--- config.mk ---
export PLATFORM = sky130hd
export DESIGN_NAME = linked_list_queue_manager
export DESIGN_NICKNAME = d
export VERILOG_FILES = /design/src/rtl/llq_pkg.sv /design/src/rtl/llq_ram.sv /design/src/rtl/llq_heads.sv /design/src/rtl/linked_list_queue_manager.sv
export SDC_FILE = /design/constraint.sdc
export NUM_CORES = 2
export LEC_CHECK = 0
export CAP_MARGIN = 10
export CORE_AREA = 5 5 511 614
export DETAILED_ROUTE_END_ITERATION = 6
export DIE_AREA = 0 0 516 619
export DONT_BUFFER_PORTS = 1
export PLACE_DENSITY = 0.62
export SLEW_MARGIN = 20
export SYNTH_ARGS = -nofsm -noshare
export SYNTH_HDL_FRONTEND = slang
export SYNTH_SLANG_ARGS = --single-unit
--- constraint.sdc ---
create_clock -name clk_i -period 9.3 [get_ports clk_i]
set_clock_uncertainty 0.1 [all_clocks]
set_input_delay 1.86 -clock clk_i [delete_from_list [all_inputs] [get_ports clk_i]]
set_output_delay 1.86 -clock clk_i [all_outputs]
set_load 0.03 [all_outputs]
--- src/rtl/llq_pkg.sv ---
// types and codes shared by the linked list queue manager
package llq_pkg;

  // one input beat
  typedef struct packed {
    logic [2:0]  mode;
    logic [3:0]  list_id;
    logic [5:0]  entry;
    logic [31:0] channel;
    logic [2:0]  cpu;
  } llq_in_t;

  // one result beat
  typedef struct packed {
    logic [5:0] popped_entry;
    logic [6:0] tally;
    logic [1:0] status;
  } llq_out_t;

  // operation codes
  localparam logic [2:0] MODE_POP    = 3'd0;
  localparam logic [2:0] MODE_APPEND = 3'd1;
  localparam logic [2:0] MODE_REMOVE = 3'd2;
  localparam logic [2:0] MODE_SLEEP  = 3'd3;
  localparam logic [2:0] MODE_WAKE   = 3'd4;
  localparam logic [2:0] MODE_COUNT  = 3'd5;
  localparam logic [2:0] MODE_SETAFF = 3'd6;

  // status codes
  localparam logic [1:0] STAT_OK       = 2'd0;
  localparam logic [1:0] STAT_EMPTY    = 2'd1;
  localparam logic [1:0] STAT_LINKED   = 2'd2;
  localparam logic [1:0] STAT_NOTFOUND = 2'd3;

  // fixed list numbers
  localparam int LIST_FREE  = 0;
  localparam int LIST_SLEEP = 1;
  localparam int LIST_RUN0  = 3;

  localparam logic [6:0] TALLY_MAX = 7'd127;

  typedef enum logic [3:0] {
    ST_INIT,
    ST_IDLE,
    ST_START,
    ST_POP2,
    ST_CHECK,
    ST_WALK_RD,
    ST_WALK,
    ST_FIX,
    ST_DONE
  } state_e;

endpackage

--- src/rtl/llq_ram.sv ---
// generic single write, single read ram with registered read data
module llq_ram #(
  parameter int WIDTH = 8,
  parameter int DEPTH = 64
) (
  input  logic                     clk_i,
  input  logic                     we_i,
  input  logic [$clog2(DEPTH)-1:0] waddr_i,
  input  logic [WIDTH-1:0]         wdata_i,
  input  logic [$clog2(DEPTH)-1:0] raddr_i,
  output logic [WIDTH-1:0]         rdata_o
);

  logic [WIDTH-1:0] mem_q [DEPTH];
  logic [WIDTH-1:0] rdata_q;

  always_ff @(posedge clk_i) begin
    if (we_i) begin
      mem_q[waddr_i] <= wdata_i;
    end
    rdata_q <= mem_q[raddr_i];
  end

  assign rdata_o = rdata_q;

endmodule

--- src/rtl/llq_heads.sv ---
// list head register file, free list holds entry 0 after reset
module llq_heads #(
  parameter int NUM_LISTS   = 11,
  parameter int NUM_ENTRIES = 64
) (
  input  logic                                 clk_i,
  input  logic                                 rst_ni,
  input  logic [$clog2(NUM_LISTS)-1:0]         raddr_i,
  output logic [$clog2(NUM_ENTRIES+2)-1:0]     rdata_o,
  input  logic                                 we_i,
  input  logic [$clog2(NUM_LISTS)-1:0]         waddr_i,
  input  logic [$clog2(NUM_ENTRIES+2)-1:0]     wdata_i
);
  import llq_pkg::*;

  localparam int LW = $clog2(NUM_ENTRIES + 2);
  localparam logic [LW-1:0] END_L = LW'(NUM_ENTRIES);

  logic [LW-1:0] heads_q [NUM_LISTS];

  always_ff @(posedge clk_i or negedge rst_ni) begin
    if (!rst_ni) begin
      for (int i = 0; i < NUM_LISTS; i++) begin
        heads_q[i] <= (i == LIST_FREE) ? '0 : END_L;
      end
    end else if (we_i) begin
      heads_q[waddr_i] <= wdata_i;
    end
  end

  // list numbers past the last run list read as empty
  assign rdata_o = (32'(raddr_i) < NUM_LISTS) ? heads_q[raddr_i] : END_L;

endmodule

--- src/rtl/linked_list_queue_manager.sv ---
// top level: sequencer that walks the shared link table one link per cycle
//
//   port group  dir  handshake                   payload
//   in          in   in_valid_i / in_ready_o     llq_in_t in_i
//   out         out  out_valid_o / out_ready_i   llq_out_t out_o
//
// after reset the link table and affinities are swept, every entry in turn, before in_ready_o.
// append, remove and count walk the list; wake walks the sleep list and moves each matching
// entry to its run list. the link ram read port sets the pace: one link a cycle.
// one item is in work at a time; a finished result waits in the output register and the
// sequencer holds its done state while that register is still full.
module linked_list_queue_manager #(
  parameter int NUM_ENTRIES  = 64,
  parameter int NUM_CPUS     = 8,
  parameter int CHANNEL_BITS = 32
) (
  input  logic               clk_i,
  input  logic               rst_ni,
  input  logic               in_valid_i,
  output logic               in_ready_o,
  input  llq_pkg::llq_in_t   in_i,
  output logic               out_valid_o,
  input  logic               out_ready_i,
  output llq_pkg::llq_out_t  out_o
);
  import llq_pkg::*;

  localparam int NUM_LISTS = 3 + NUM_CPUS;
  localparam int IW = $clog2(NUM_ENTRIES);
  localparam int LW = $clog2(NUM_ENTRIES + 2);
  localparam int HW = $clog2(NUM_LISTS);
  localparam int CW = $clog2(NUM_ENTRIES + 2);
  localparam logic [LW-1:0] END_L  = LW'(NUM_ENTRIES);
  localparam logic [LW-1:0] NONE_L = LW'(NUM_ENTRIES + 1);
  localparam logic [CW-1:0] N_C    = CW'(NUM_ENTRIES);
  localparam logic [IW-1:0] LAST_I = IW'(NUM_ENTRIES - 1);
  localparam logic [HW-1:0] SLEEP_H = HW'(LIST_SLEEP);

  state_e state_q, state_d;

  logic [IW-1:0]           init_q, init_d;
  logic [2:0]              mode_q, mode_d;
  logic [3:0]              lst_q, lst_d;
  logic [5:0]              e_q, e_d;
  logic [CHANNEL_BITS-1:0] ch_q, ch_d;
  logic [2:0]              cpu_q, cpu_d;
  logic [LW-1:0]           cur_q, cur_d;
  logic [LW-1:0]           nxt_q, nxt_d;
  logic [IW-1:0]           prev_q, prev_d;
  logic                    at_head_q, at_head_d;
  logic [CW-1:0]           cnt_q, cnt_d;
  logic [6:0]              woken_q, woken_d;
  logic [1:0]              status_q, status_d;
  logic [HW-1:0]           run_q, run_d;
  logic                    out_valid_q, out_valid_d;
  llq_out_t                out_q, out_d;

  // memory ports
  logic                    nl_we;
  logic [IW-1:0]           nl_waddr, nl_raddr;
  logic [LW-1:0]           nl_wdata, nl_rdata;
  logic                    wc_we;
  logic [CHANNEL_BITS-1:0] wc_rdata;
  logic                    aff_we;
  logic [IW-1:0]           aff_waddr;
  logic [2:0]              aff_wdata, aff_rdata;
  logic                    hd_we;
  logic [HW-1:0]           hd_waddr, hd_raddr;
  logic [LW-1:0]           hd_wdata, hd_rdata;

  // shared conditions
  logic          lst_ok, e_ok, cpu_ok, head_empty, cont, out_load;
  logic [IW-1:0] cur_idx, e_idx, nxt_idx;
  logic [HW-1:0] lst_idx;
  logic [2:0]    aff_cpu;

  assign lst_ok     = 32'(lst_q) < NUM_LISTS;
  assign e_ok       = 32'(e_q) < NUM_ENTRIES;
  assign cpu_ok     = 32'(cpu_q) < NUM_CPUS;
  assign head_empty = hd_rdata >= END_L;
  assign cont       = (nl_rdata < END_L) && (cnt_q < N_C);
  assign cur_idx    = cur_q[IW-1:0];
  assign nxt_idx    = nl_rdata[IW-1:0];
  assign e_idx      = IW'(e_q);
  assign lst_idx    = HW'(lst_q);
  assign aff_cpu    = (32'(aff_rdata) < NUM_CPUS) ? aff_rdata : 3'd0;
  assign out_load   = !out_valid_q || out_ready_i;

  llq_ram #(.WIDTH(LW), .DEPTH(NUM_ENTRIES)) u_link_ram (
    .clk_i   (clk_i),
    .we_i    (nl_we),
    .waddr_i (nl_waddr),
    .wdata_i (nl_wdata),
    .raddr_i (nl_raddr),
    .rdata_o (nl_rdata)
  );

  llq_ram #(.WIDTH(CHANNEL_BITS), .DEPTH(NUM_ENTRIES)) u_chan_ram (
    .clk_i   (clk_i),
    .we_i    (wc_we),
    .waddr_i (e_idx),
    .wdata_i (ch_q),
    .raddr_i (nl_raddr),
    .rdata_o (wc_rdata)
  );

  llq_ram #(.WIDTH(3), .DEPTH(NUM_ENTRIES)) u_aff_ram (
    .clk_i   (clk_i),
    .we_i    (aff_we),
    .waddr_i (aff_waddr),
    .wdata_i (aff_wdata),
    .raddr_i (nl_raddr),
    .rdata_o (aff_rdata)
  );

  llq_heads #(.NUM_LISTS(NUM_LISTS), .NUM_ENTRIES(NUM_ENTRIES)) u_heads (
    .clk_i   (clk_i),
    .rst_ni  (rst_ni),
    .raddr_i (hd_raddr),
    .rdata_o (hd_rdata),
    .we_i    (hd_we),
    .waddr_i (hd_waddr),
    .wdata_i (hd_wdata)
  );

  // next state
  always_comb begin
    state_d = state_q;
    case (state_q)
      ST_INIT: begin
        if (init_q == LAST_I) state_d = ST_IDLE;
      end
      ST_IDLE: begin
        if (in_valid_i) state_d = ST_START;
      end
      ST_START: begin
        case (mode_q)
          MODE_POP:    state_d = (!lst_ok || head_empty) ? ST_DONE : ST_POP2;
          MODE_APPEND: state_d = (!lst_ok || !e_ok) ? ST_DONE : ST_CHECK;
          MODE_REMOVE: state_d = (!lst_ok || !e_ok) ? ST_DONE : ST_WALK_RD;
          MODE_SLEEP:  state_d = !e_ok ? ST_DONE : ST_CHECK;
          MODE_WAKE:   state_d = ST_WALK_RD;
          MODE_COUNT:  state_d = lst_ok ? ST_WALK_RD : ST_DONE;
          default:     state_d = ST_DONE;
        endcase
      end
      ST_POP2: state_d = ST_DONE;
      ST_CHECK: begin
        if (nl_rdata != NONE_L || mode_q == MODE_SLEEP || head_empty) begin
          state_d = ST_DONE;
        end else begin
          state_d = ST_WALK_RD;
        end
      end
      ST_WALK_RD: begin
        state_d = (cur_q >= END_L || cnt_q > N_C) ? ST_DONE : ST_WALK;
      end
      ST_WALK: begin
        case (mode_q)
          MODE_APPEND: begin
            if (!(nl_rdata < END_L && cnt_q <= N_C)) state_d = ST_DONE;
          end
          MODE_COUNT: begin
            if (!cont) state_d = ST_DONE;
          end
          MODE_REMOVE: begin
            if (cur_q == LW'(e_q)) state_d = ST_FIX;
            else if (!cont) state_d = ST_DONE;
          end
          MODE_WAKE: begin
            if (wc_rdata == ch_q) state_d = ST_FIX;
            else if (!cont) state_d = ST_DONE;
          end
          default: state_d = ST_DONE;
        endcase
      end
      ST_FIX: state_d = (mode_q == MODE_WAKE) ? ST_WALK_RD : ST_DONE;
      ST_DONE: begin
        if (out_load) state_d = ST_IDLE;
      end
      default: state_d = ST_IDLE;
    endcase
  end

  // datapath and memory controls
  always_comb begin
    init_d      = init_q;
    mode_d      = mode_q;
    lst_d       = lst_q;
    e_d         = e_q;
    ch_d        = ch_q;
    cpu_d       = cpu_q;
    cur_d       = cur_q;
    nxt_d       = nxt_q;
    prev_d      = prev_q;
    at_head_d   = at_head_q;
    cnt_d       = cnt_q;
    woken_d     = woken_q;
    status_d    = status_q;
    run_d       = run_q;
    out_d       = out_q;
    out_valid_d = out_valid_q;
    nl_we       = 1'b0;
    nl_waddr    = cur_idx;
    nl_wdata    = NONE_L;
    nl_raddr    = cur_idx;
    wc_we       = 1'b0;
    aff_we      = 1'b0;
    aff_waddr   = e_idx;
    aff_wdata   = cpu_q;
    hd_we       = 1'b0;
    hd_waddr    = lst_idx;
    hd_wdata    = cur_q;
    hd_raddr    = lst_idx;

    if (out_valid_q && out_ready_i) out_valid_d = 1'b0;

    case (state_q)
      ST_INIT: begin
        // chain every entry to the next one, the last to the end marker, clear affinities
        nl_we     = 1'b1;
        nl_waddr  = init_q;
        nl_wdata  = (init_q == LAST_I) ? END_L : LW'(init_q) + LW'(1);
        aff_we    = 1'b1;
        aff_waddr = init_q;
        aff_wdata = 3'd0;
        init_d    = init_q + IW'(1);
      end
      ST_IDLE: begin
        if (in_valid_i) begin
          mode_d    = in_i.mode;
          lst_d     = in_i.list_id;
          e_d       = in_i.entry;
          ch_d      = CHANNEL_BITS'(in_i.channel);
          cpu_d     = in_i.cpu;
          status_d  = STAT_OK;
          cnt_d     = '0;
          woken_d   = '0;
          at_head_d = 1'b1;
        end
      end
      ST_START: begin
        case (mode_q)
          MODE_POP: begin
            if (!lst_ok || head_empty) begin
              status_d = STAT_EMPTY;
            end else begin
              cur_d    = hd_rdata;
              nl_raddr = hd_rdata[IW-1:0];
            end
          end
          MODE_APPEND, MODE_REMOVE: begin
            cur_d    = hd_rdata;
            nl_raddr = e_idx;
            if (!lst_ok || !e_ok) status_d = STAT_NOTFOUND;
          end
          MODE_SLEEP: begin
            nl_raddr = e_idx;
            if (!e_ok) status_d = STAT_NOTFOUND;
          end
          MODE_WAKE: begin
            hd_raddr = SLEEP_H;
            cur_d    = hd_rdata;
          end
          MODE_COUNT: begin
            cur_d = hd_rdata;
          end
          MODE_SETAFF: begin
            if (!e_ok || !cpu_ok) status_d = STAT_NOTFOUND;
            else aff_we = 1'b1;
          end
          default: status_d = STAT_NOTFOUND;
        endcase
      end
      ST_POP2: begin
        hd_we    = 1'b1;
        hd_wdata = nl_rdata;
        nl_we    = 1'b1;
        nl_waddr = cur_idx;
        nl_wdata = NONE_L;
      end
      ST_CHECK: begin
        if (mode_q == MODE_SLEEP) hd_raddr = SLEEP_H;
        if (nl_rdata != NONE_L) begin
          status_d = STAT_LINKED;
        end else if (mode_q == MODE_SLEEP) begin
          wc_we    = 1'b1;
          nl_we    = 1'b1;
          nl_waddr = e_idx;
          nl_wdata = hd_rdata;
          hd_we    = 1'b1;
          hd_waddr = SLEEP_H;
          hd_wdata = LW'(e_q);
        end else begin
          nl_we    = 1'b1;
          nl_waddr = e_idx;
          nl_wdata = END_L;
          cur_d    = hd_rdata;
          if (head_empty) begin
            hd_we    = 1'b1;
            hd_wdata = LW'(e_q);
          end
        end
      end
      ST_WALK_RD: begin
        if ((cur_q >= END_L || cnt_q > N_C) && mode_q == MODE_REMOVE) begin
          status_d = STAT_NOTFOUND;
        end
      end
      ST_WALK: begin
        case (mode_q)
          MODE_APPEND: begin
            if (nl_rdata < END_L && cnt_q <= N_C) begin
              cur_d    = nl_rdata;
              cnt_d    = cnt_q + CW'(1);
              nl_raddr = nxt_idx;
            end else begin
              nl_we    = 1'b1;
              nl_wdata = LW'(e_q);
            end
          end
          MODE_COUNT: begin
            cur_d    = nl_rdata;
            cnt_d    = cnt_q + CW'(1);
            nl_raddr = nxt_idx;
          end
          MODE_REMOVE, MODE_WAKE: begin
            if ((mode_q == MODE_REMOVE && cur_q == LW'(e_q)) ||
                (mode_q == MODE_WAKE && wc_rdata == ch_q)) begin
              // splice the entry out of the list
              if (at_head_q) begin
                hd_we    = 1'b1;
                hd_waddr = (mode_q == MODE_WAKE) ? SLEEP_H : lst_idx;
                hd_wdata = nl_rdata;
              end else begin
                nl_we    = 1'b1;
                nl_waddr = prev_q;
                nl_wdata = nl_rdata;
              end
              nxt_d = nl_rdata;
              run_d = HW'(LIST_RUN0) + HW'(aff_cpu);
            end else begin
              prev_d    = cur_idx;
              at_head_d = 1'b0;
              cur_d     = nl_rdata;
              cnt_d     = cnt_q + CW'(1);
              nl_raddr  = nxt_idx;
              if (!cont && mode_q == MODE_REMOVE) status_d = STAT_NOTFOUND;
            end
          end
          default: ;
        endcase
      end
      ST_FIX: begin
        if (mode_q == MODE_WAKE) begin
          // push the woken entry onto its run list
          hd_raddr = run_q;
          nl_we    = 1'b1;
          nl_waddr = cur_idx;
          nl_wdata = hd_rdata;
          hd_we    = 1'b1;
          hd_waddr = run_q;
          hd_wdata = cur_q;
          woken_d  = (woken_q == TALLY_MAX) ? woken_q : woken_q + 7'd1;
          cur_d    = nxt_q;
          cnt_d    = cnt_q + CW'(1);
        end else begin
          nl_we    = 1'b1;
          nl_waddr = e_idx;
          nl_wdata = NONE_L;
        end
      end
      ST_DONE: begin
        if (out_load) begin
          out_valid_d        = 1'b1;
          out_d.status       = status_q;
          out_d.popped_entry = (mode_q == MODE_POP && status_q == STAT_OK) ? 6'(cur_q) : 6'd0;
          case (mode_q)
            MODE_COUNT: out_d.tally = (cnt_q > CW'(TALLY_MAX)) ? TALLY_MAX : 7'(cnt_q);
            MODE_WAKE:  out_d.tally = woken_q;
            default:    out_d.tally = 7'd0;
          endcase
        end
      end
      default: ;
    endcase
  end

  always_ff @(posedge clk_i or negedge rst_ni) begin
    if (!rst_ni) begin
      state_q     <= ST_INIT;
      init_q      <= '0;
      out_valid_q <= 1'b0;
    end else begin
      state_q     <= state_d;
      init_q      <= init_d;
      out_valid_q <= out_valid_d;
    end
  end

  always_ff @(posedge clk_i) begin
    mode_q    <= mode_d;
    lst_q     <= lst_d;
    e_q       <= e_d;
    ch_q      <= ch_d;
    cpu_q     <= cpu_d;
    cur_q     <= cur_d;
    nxt_q     <= nxt_d;
    prev_q    <= prev_d;
    at_head_q <= at_head_d;
    cnt_q     <= cnt_d;
    woken_q   <= woken_d;
    status_q  <= status_d;
    run_q     <= run_d;
    out_q     <= out_d;
  end

  assign in_ready_o  = (state_q == ST_IDLE);
  assign out_valid_o = out_valid_q;
  assign out_o       = out_q;

endmodule
Word-level counts from Yosys, hierarchy flattened
Memory sizes are Yosys's and may differ from the RTL's. A register that Yosys moved wholly into a read port is not among the register bits. Index checks and enable logic that the tools add are counted.

Input bits: 52. Flip-flop bits (word level): 192. Output and inout bits: 17. Memories kept: 3. RAM bits: 2688.

Reduce and logical (&&, ||, !) cells: 43. Bitwise operators: 3. Add/sub/neg operators: 5. Eq/ne operators: 40. Muxes and demuxes: 124. $lt $le $gt $ge: 12.

Memory list: u_chan_ram.mem_q (words 64, bits a word 32, read ports 1, clocked after memory_dff 1, write ports 1, RTL line llq_ram.sv:14) `logic [WIDTH-1:0] mem_q [DEPTH];`; u_link_ram.mem_q (words 64, bits a word 7, read ports 1, clocked after memory_dff 1, write ports 1, RTL line llq_ram.sv:14); u_aff_ram.mem_q (words 64, bits a word 3, read ports 1, clocked after memory_dff 1, write ports 1, RTL line llq_ram.sv:14).

Operator list (number): two-way mux 7 bit (30); case mux 7 bit (3 select lines) (4); two-way mux 4 bit (20); bitwise mux 77 bit (1); case mux 7 bit (2 select lines) (4); case mux 7 bit (4 select lines) (2); two-way mux 6 bit (9); case mux 4 bit (9 select lines) (1); equality test 32 bit (1); binary-select mux 7 bit (select 4 bit) (1); demux 7 bit (select 4 bit) (1); two-way mux 1 bit (27); != test 2 bit, second input constant (13); case mux 4 bit (3 select lines) (2); case mux 6 bit (2 select lines) (2); case mux 6 bit (4 select lines) (1); != test 3 bit, second input constant (7); case mux 4 bit (5 select lines) (1); case mux 6 bit (3 select lines) (1); equality test 4 x 3 -> 1 bit, second input constant (4); two-way mux 2 bit (8); case mux 4 bit (4 select lines) (1); adder 7 x 1 -> 7 bit, second input constant (2); >= comparator 7 bit, second input constant (2); 47 further kinds (82).

Logic depth before layout (Yosys ltp)
Depth after elaboration: 14. Gate-level depth with buffers: 22.

Hierarchy
A second synthesis with hierarchy kept.

Cell total of the unflattened synthesis: 5692. Area, all modules: 115002.8 µm².

By module, submodules not included: llq_ram (u_chan_ram) (times used 1, cells an instance 3532, area each 79148.4 µm², seq. area each 62139.6 µm²); llq_ram (u_link_ram) (times used 1, cells an instance 827, area each 17635.7 µm², seq. area each 13593.0 µm²); llq_ram (u_aff_ram) (times used 1, cells an instance 432, area each 7915.1 µm², seq. area each 5825.6 µm²); linked_list_queue_manager (times used 1, cells an instance 651, area each 6598.8 µm², seq. area each 3398.3 µm²); llq_heads (times used 1, cells an instance 250, area each 3704.8 µm², seq. area each 1939.4 µm²).

Least setup slack after synthesis
No wires, ideal clock.

Path type: reg-to-reg. Start point: reg state_q[0]. End point: mem u_link_ram.mem_q[0][3] (netlist bit), data pin. Required time: 8.498 ns. Period minus slack after synthesis: 5.662 ns. Library setup time: 0.702 ns. Setup slack: 3.638 ns. Stages on the path, launching flop included: 12. Data arrival time: 4.861 ns. Path buffers: 3. Cell sequence: dfrtp_1 > buf_6 > or4b_1 > buf_2 > nor2_1 > o21ai_1 > nand2_1 > buf_1 > nand2_1 > a311oi_1 > a211oi_1 > o21ai_0.

Word-level cells in the longest chain between the ends: 10. Elaborated cells between the ends (all ways): 16. Those cells by class: order compare: 1; eq/ne: 4; mux: 9; bitwise: 1; reduce/logical: 1.

Ends and longest elaborated chain: start: declaration (RTL line linked_list_queue_manager.sv:39) `state_e state_q, state_d;`; start signal: assignment (RTL line linked_list_queue_manager.sv:395) `state_q <= state_d;`; equality test 4 x 3 -> 1 bit or equality test 4 x 2 -> 1 bit (tied branches) (RTL line linked_list_queue_manager.sv:218) `case (state_q)`; case mux 4 bit (3 select lines) (RTL line linked_list_queue_manager.sv:218); NOT 4 -> 5 bit (not written as such) (RTL line llq_heads.sv:32) `assign rdata_o = (32'(raddr_i) < NUM_LISTS) ? heads_q[raddr_i] : END_L;`; binary-select mux 7 bit (select 4 bit) (RTL line llq_heads.sv:32); two-way mux 7 bit (not written as such) (2 in a row) (RTL line llq_heads.sv:32); two-way mux 7 bit (RTL line llq_heads.sv:32); two-way mux 7 bit (RTL line linked_list_queue_manager.sv:286) `end else if (mode_q == MODE_SLEEP) begin`; two-way mux 7 bit (RTL line linked_list_queue_manager.sv:284) `if (nl_rdata != NONE_L) begin`; case mux 7 bit (4 select lines) (*) (RTL line linked_list_queue_manager.sv:218); named net nl_wdata[3] (RTL line linked_list_queue_manager.sv:61) `logic [LW-1:0] nl_wdata, nl_rdata;`; end: declaration (RTL line llq_ram.sv:14).

The timed path passes the listed nets; every way through them passes the cells marked *. The select of a mux whose other input is x is not followed.

Worst setup path in the final report
Start point: reg state_q[2]. End point: reg u_chan_ram.rdata_q[27], in the netlist u_chan_ram.rdata_o[27] (read register of u_chan_ram.mem_q).

Word-level cells in the longest chain between the ends: 12. Elaborated cells between the ends (all ways): 16. Those cells by class: order compare: 2; eq/ne: 4; mux: 8; bitwise: 1; reduce/logical: 1.

Ends and longest elaborated chain: equality test 4 x 3 -> 1 bit or equality test 4 x 2 -> 1 bit (tied branches) (RTL line linked_list_queue_manager.sv:218); case mux 4 bit (3 select lines) (RTL line linked_list_queue_manager.sv:218); NOT 4 -> 5 bit (not written as such) (RTL line llq_heads.sv:32); binary-select mux 7 bit (select 4 bit) (RTL line llq_heads.sv:32); two-way mux 7 bit (not written as such) (2 in a row) (RTL line llq_heads.sv:32); two-way mux 7 bit (RTL line llq_heads.sv:32); >= comparator 7 bit (RTL line linked_list_queue_manager.sv:80) `assign head_empty = hd_rdata >= END_L;`; logical OR 1 bit (RTL line linked_list_queue_manager.sv:245) `if (!lst_ok || head_empty) begin`; two-way mux 6 bit (RTL line linked_list_queue_manager.sv:245); case mux 6 bit (2 select lines) (RTL line linked_list_queue_manager.sv:243) `case (mode_q)`; case mux 6 bit (2 select lines) (*) (RTL line linked_list_queue_manager.sv:218); end: declaration (RTL line llq_ram.sv:15) `logic [WIDTH-1:0] rdata_q;`.

Every way passes the cells marked *; elsewhere a longest branch is shown, timed or not. The select of a mux whose other input is x is not followed. A chain may end at the register's enable or synchronous reset.

==> results.toml <==
[timing]
fmax_mhz = 126.2
final.period_utilization_pct = 85.18
maxSlewViolCount = 0
worst_slew_pin_slew_ps = 1237
finalSetupViolCount = 0
finalHoldViolCount = 0
period_minus_slack_ps = 7922
maxSlewHeadroom_pct = 17.35
rsz0062_at_grt = "no"
setup_slack_ps = 1378
finalSetupTns_ps = 0

[synth]
synth_area_leaders = "edfxtp_1 (69%), nand2_1 (5.8%), mux2i_1 (2.9%)"
synth-seq-cells = 2922
synth-edff-count = 2792
syn_nets = 9304
synthArstFlopShare_pct = 3.012
ys_types = 96
synthAdderAreaFrac_pct = 0.05118
syn-cell-area_um2 = 122200
synthCells = 9247
yosysTopAreaCell = "edfxtp_1"
synth_seq_area_share_pct = 71.10
yosys_warnings = 0
synth_top_family_by_area = "simple AND/OR/NAND/NOR gates"
synthSimpleGateAreaFrac_pct = 12.83
synth_top_area_share_pct = 68.60
avgSynthCellArea_um2 = 13.22
synth_xor_area_share_pct = 0.4156
synth_compound_area_share_pct = 9.395
muxShareOfSynthArea_pct = 3.623
synth-main-ff-cell = "edfxtp_1"

[placement]
postPlaceCellArea_um2 = 127900
place_hpwl_um = 229100
place_ws_ps = 1557
dp.cells = 12903
gp_congestion = 0.9149
io_buffer_count = 0

[hold_path]
whs_path_depth = 1
hold_class = "reg -> reg"

[die]
start_util_pct = 39.86
io-pin-count = 69
coreArea_um2 = 306600
die_h_um = 619
dieArea_um2 = 319400
die_x_um = 516
row_count = 223

[power_and_ir_drop]
power_density_nw_per_um2 = 285.0
peakVddDrop_uv = 285.3
fin_total_pwr_mw = 39.00
leakage_nw = 45.43

[final_layout]
most-common-layout-cells = "edfxtp_1 (2792), nand2_1 (1877), nand3_1 (668), a31oi_1 (406), and3_1 (365)"
stdcell_count = 13436
multi_input_area_um2 = 32960
nNetsFinal = 9204
drive_gt1_share_pct = 10.35
final_cell_area_um2 = 136900
nFillCells = 26933
final_common_cell = "edfxtp_1"
regArea_um2 = 86900
syn2layout_area_growth_pct = 11.98

[detailed_routing]
routed_wl_um = 397800
viasPerCell = 6.177
drt_first_pass_iters = 7
ant_nets = 0
route.detailed.drc = 1
wire_per_inst_um = 29.61
initialDrtViolationCount = 11492
num_vias = 82992

[global_routing]
gr-total-overflow = 0
grt_pass1_wl_um = 567200
grt_usage_pct = 24.00
grt_antenna_before_repair = 25
grt_max_degree = 186
grt_pass1_vias = 79791

[setup_path]
cp_max_fo = 42
crit_path_cell_trace = "or4b_1 > nor2_1 > o21ai_1 > nand2_1 > buf_4 > a211oi_1 > o211ai_2 > and3_4 > o21ai_1 > a221o_1 > or3_2 > a31oi_1 > nor4_1 > buf_4 > and3_1"
slowest_stage = "or3_2"
endpoint_kind = "flip-flop"
path_class = "reg -> reg"
rr_worst_depth = 15
start_kind = "flip-flop"
critPathRequiredTime_ps = 9970
max_stage_delay_ps = 1030
arrival_ps = 8590

[clock_tree]
cts_tree = "yes"
cts_max_path_buffers = 4
cts_sinks = 2922
cts_resized = 0
root_buffer = "clkbuf_16"
insertion_delay_ps = 880
clkTransAtPathRegs_ps = 60
htree_num_levels = 5
cts_inserted_buffers = 292
cts_hold_repair.buffers = 0
cts_setup_buffers = 0

[status]
violations = "design-rule violations"
outcome = "finished, violations left"

[run]
drv_cap = 0
final timing paths:
check	slack [ps]	startpoint	endpoint
min in group asynchronous	580	rst_ni	init_q[2]$_DFFE_PN0P_
max in group asynchronous	8250	rst_ni	u_heads.heads_q[69]$_DFFE_PN1P_
setup reg to reg	1380	state_q[2]$_DFFE_PN0P_	u_chan_ram.rdata_o[27]$_DFF_P_
hold / removal	400	u_heads.heads_q[57]$_DFFE_PN0P_	u_heads.heads_q[57]$_DFFE_PN0P_
setup / recovery	1380	state_q[2]$_DFFE_PN0P_	u_chan_ram.rdata_o[27]$_DFF_P_
hold reg to reg	400	u_heads.heads_q[57]$_DFFE_PN0P_	u_heads.heads_q[57]$_DFFE_PN0P_
layer usage:
| metal | global-route usage [%] | up-vias | routed length [um] |
|---|---|---|---|
| li1 | - | 35179 | - |
| met3 | 3.801 | 975 | 36630 |
| met4 | 13.51 | 6 | 24400 |
| met1 | 30.47 | 41854 | 147100 |
| met5 | 0 | - | 43 |
| met2 | 39.32 | 4978 | 189600 |
power breakdown:
part           total (mW)  leakage [nW]  internal [mW]  switching (mW)
clock network        11.4          4.38           6.42            4.93
registers            16.4          26.8           15.9           0.482
logic                11.2          14.3           2.89            8.36
metrics by stage:
| stage | util, % | hold slack, ps |
|---|---|---|
| 3_3_place_gp | 41.67 | 386.3 |
| 3_5_place_dp | 41.70 | 392.2 |
| 6_report | 44.64 | 404.4 |
| 5_1_grt | 44.63 | 422.2 |
| 2_1_floorplan | - | 306.4 |
| 4_1_cts | 44.61 | 405.3 |
worst max-delay path: cells and delay by family (launching register included):
kind | cells | cell delay (ps)
AND/OR/NAND/NOR | 7 | 3730
AO/OA/AOI/OAI | 6 | 2700
flip-flops | 1 | 680
buffers and inverters | 2 | 510
final cells by class:
| type | instances | area share (%) |
|---|---|---|
| diodes | 31 | 0.05668 |
| clock buffers | 362 | 5.677 |
| clock inverters | 140 | 0.8511 |
| inverters | 21 | 0.05759 |
| multi-input cells | 5599 | 24.08 |
| flip-flops and latches | 2922 | 63.49 |
| well taps | 4050 | 3.702 |
| repair buffers | 311 | 2.086 |
Yosys cell counts, types with 17 or more instances:
| library cell | n |
|---|---|
| o21ai_0 | 108 |
| nor2_1 | 299 |
| nor4_1 | 30 |
| mux2i_1 | 349 |
| edfxtp_1 | 2792 |
| a41oi_1 | 34 |
| nand3_1 | 675 |
| buf_4 | 27 |
| a211oi_1 | 22 |
| mux2_2 | 79 |
| o22ai_1 | 73 |
| a31oi_1 | 407 |
| inv_1 | 19 |
| nor4_2 | 31 |
| nand2_1 | 1881 |
| a21oi_1 | 248 |
| a32oi_1 | 231 |
| o211ai_1 | 198 |
| dfrtp_1 | 78 |
| a22oi_1 | 152 |
| nor3_1 | 26 |
| dfxtp_1 | 42 |
| buf_1 | 70 |
| o41a_1 | 32 |
| xnor2_1 | 46 |
| nand2b_1 | 17 |
| clkbuf_1 | 418 |
| a222oi_1 | 34 |
| and3_1 | 366 |
| buf_2 | 175 |
| or4_1 | 33 |
| and2_1 | 17 |
registers in the layout (all words and copies together), names as in the netlist, 7 cells and up:
register            count
out_o                  15
u_chan_ram.mem_q     2048
cur_q                   7
cnt_q                   7
u_link_ram.rdata_o      7
u_chan_ram.rdata_o     32
woken_q                 7
u_heads.heads_q        77
u_aff_ram.mem_q       192
ch_q                   32
u_link_ram.mem_q      448
nxt_q                   7
cells by family after synthesis:
family | Yosys count
AO/OA/AOI/OAI | 1639
XOR/XNOR | 58
adder cells (fa/ha/maj) | 5
buffers and inverters | 726
flip-flops | 2922
multiplexers | 430
AND/OR/NAND/NOR | 3467
(Power assumes the default switching activity.)
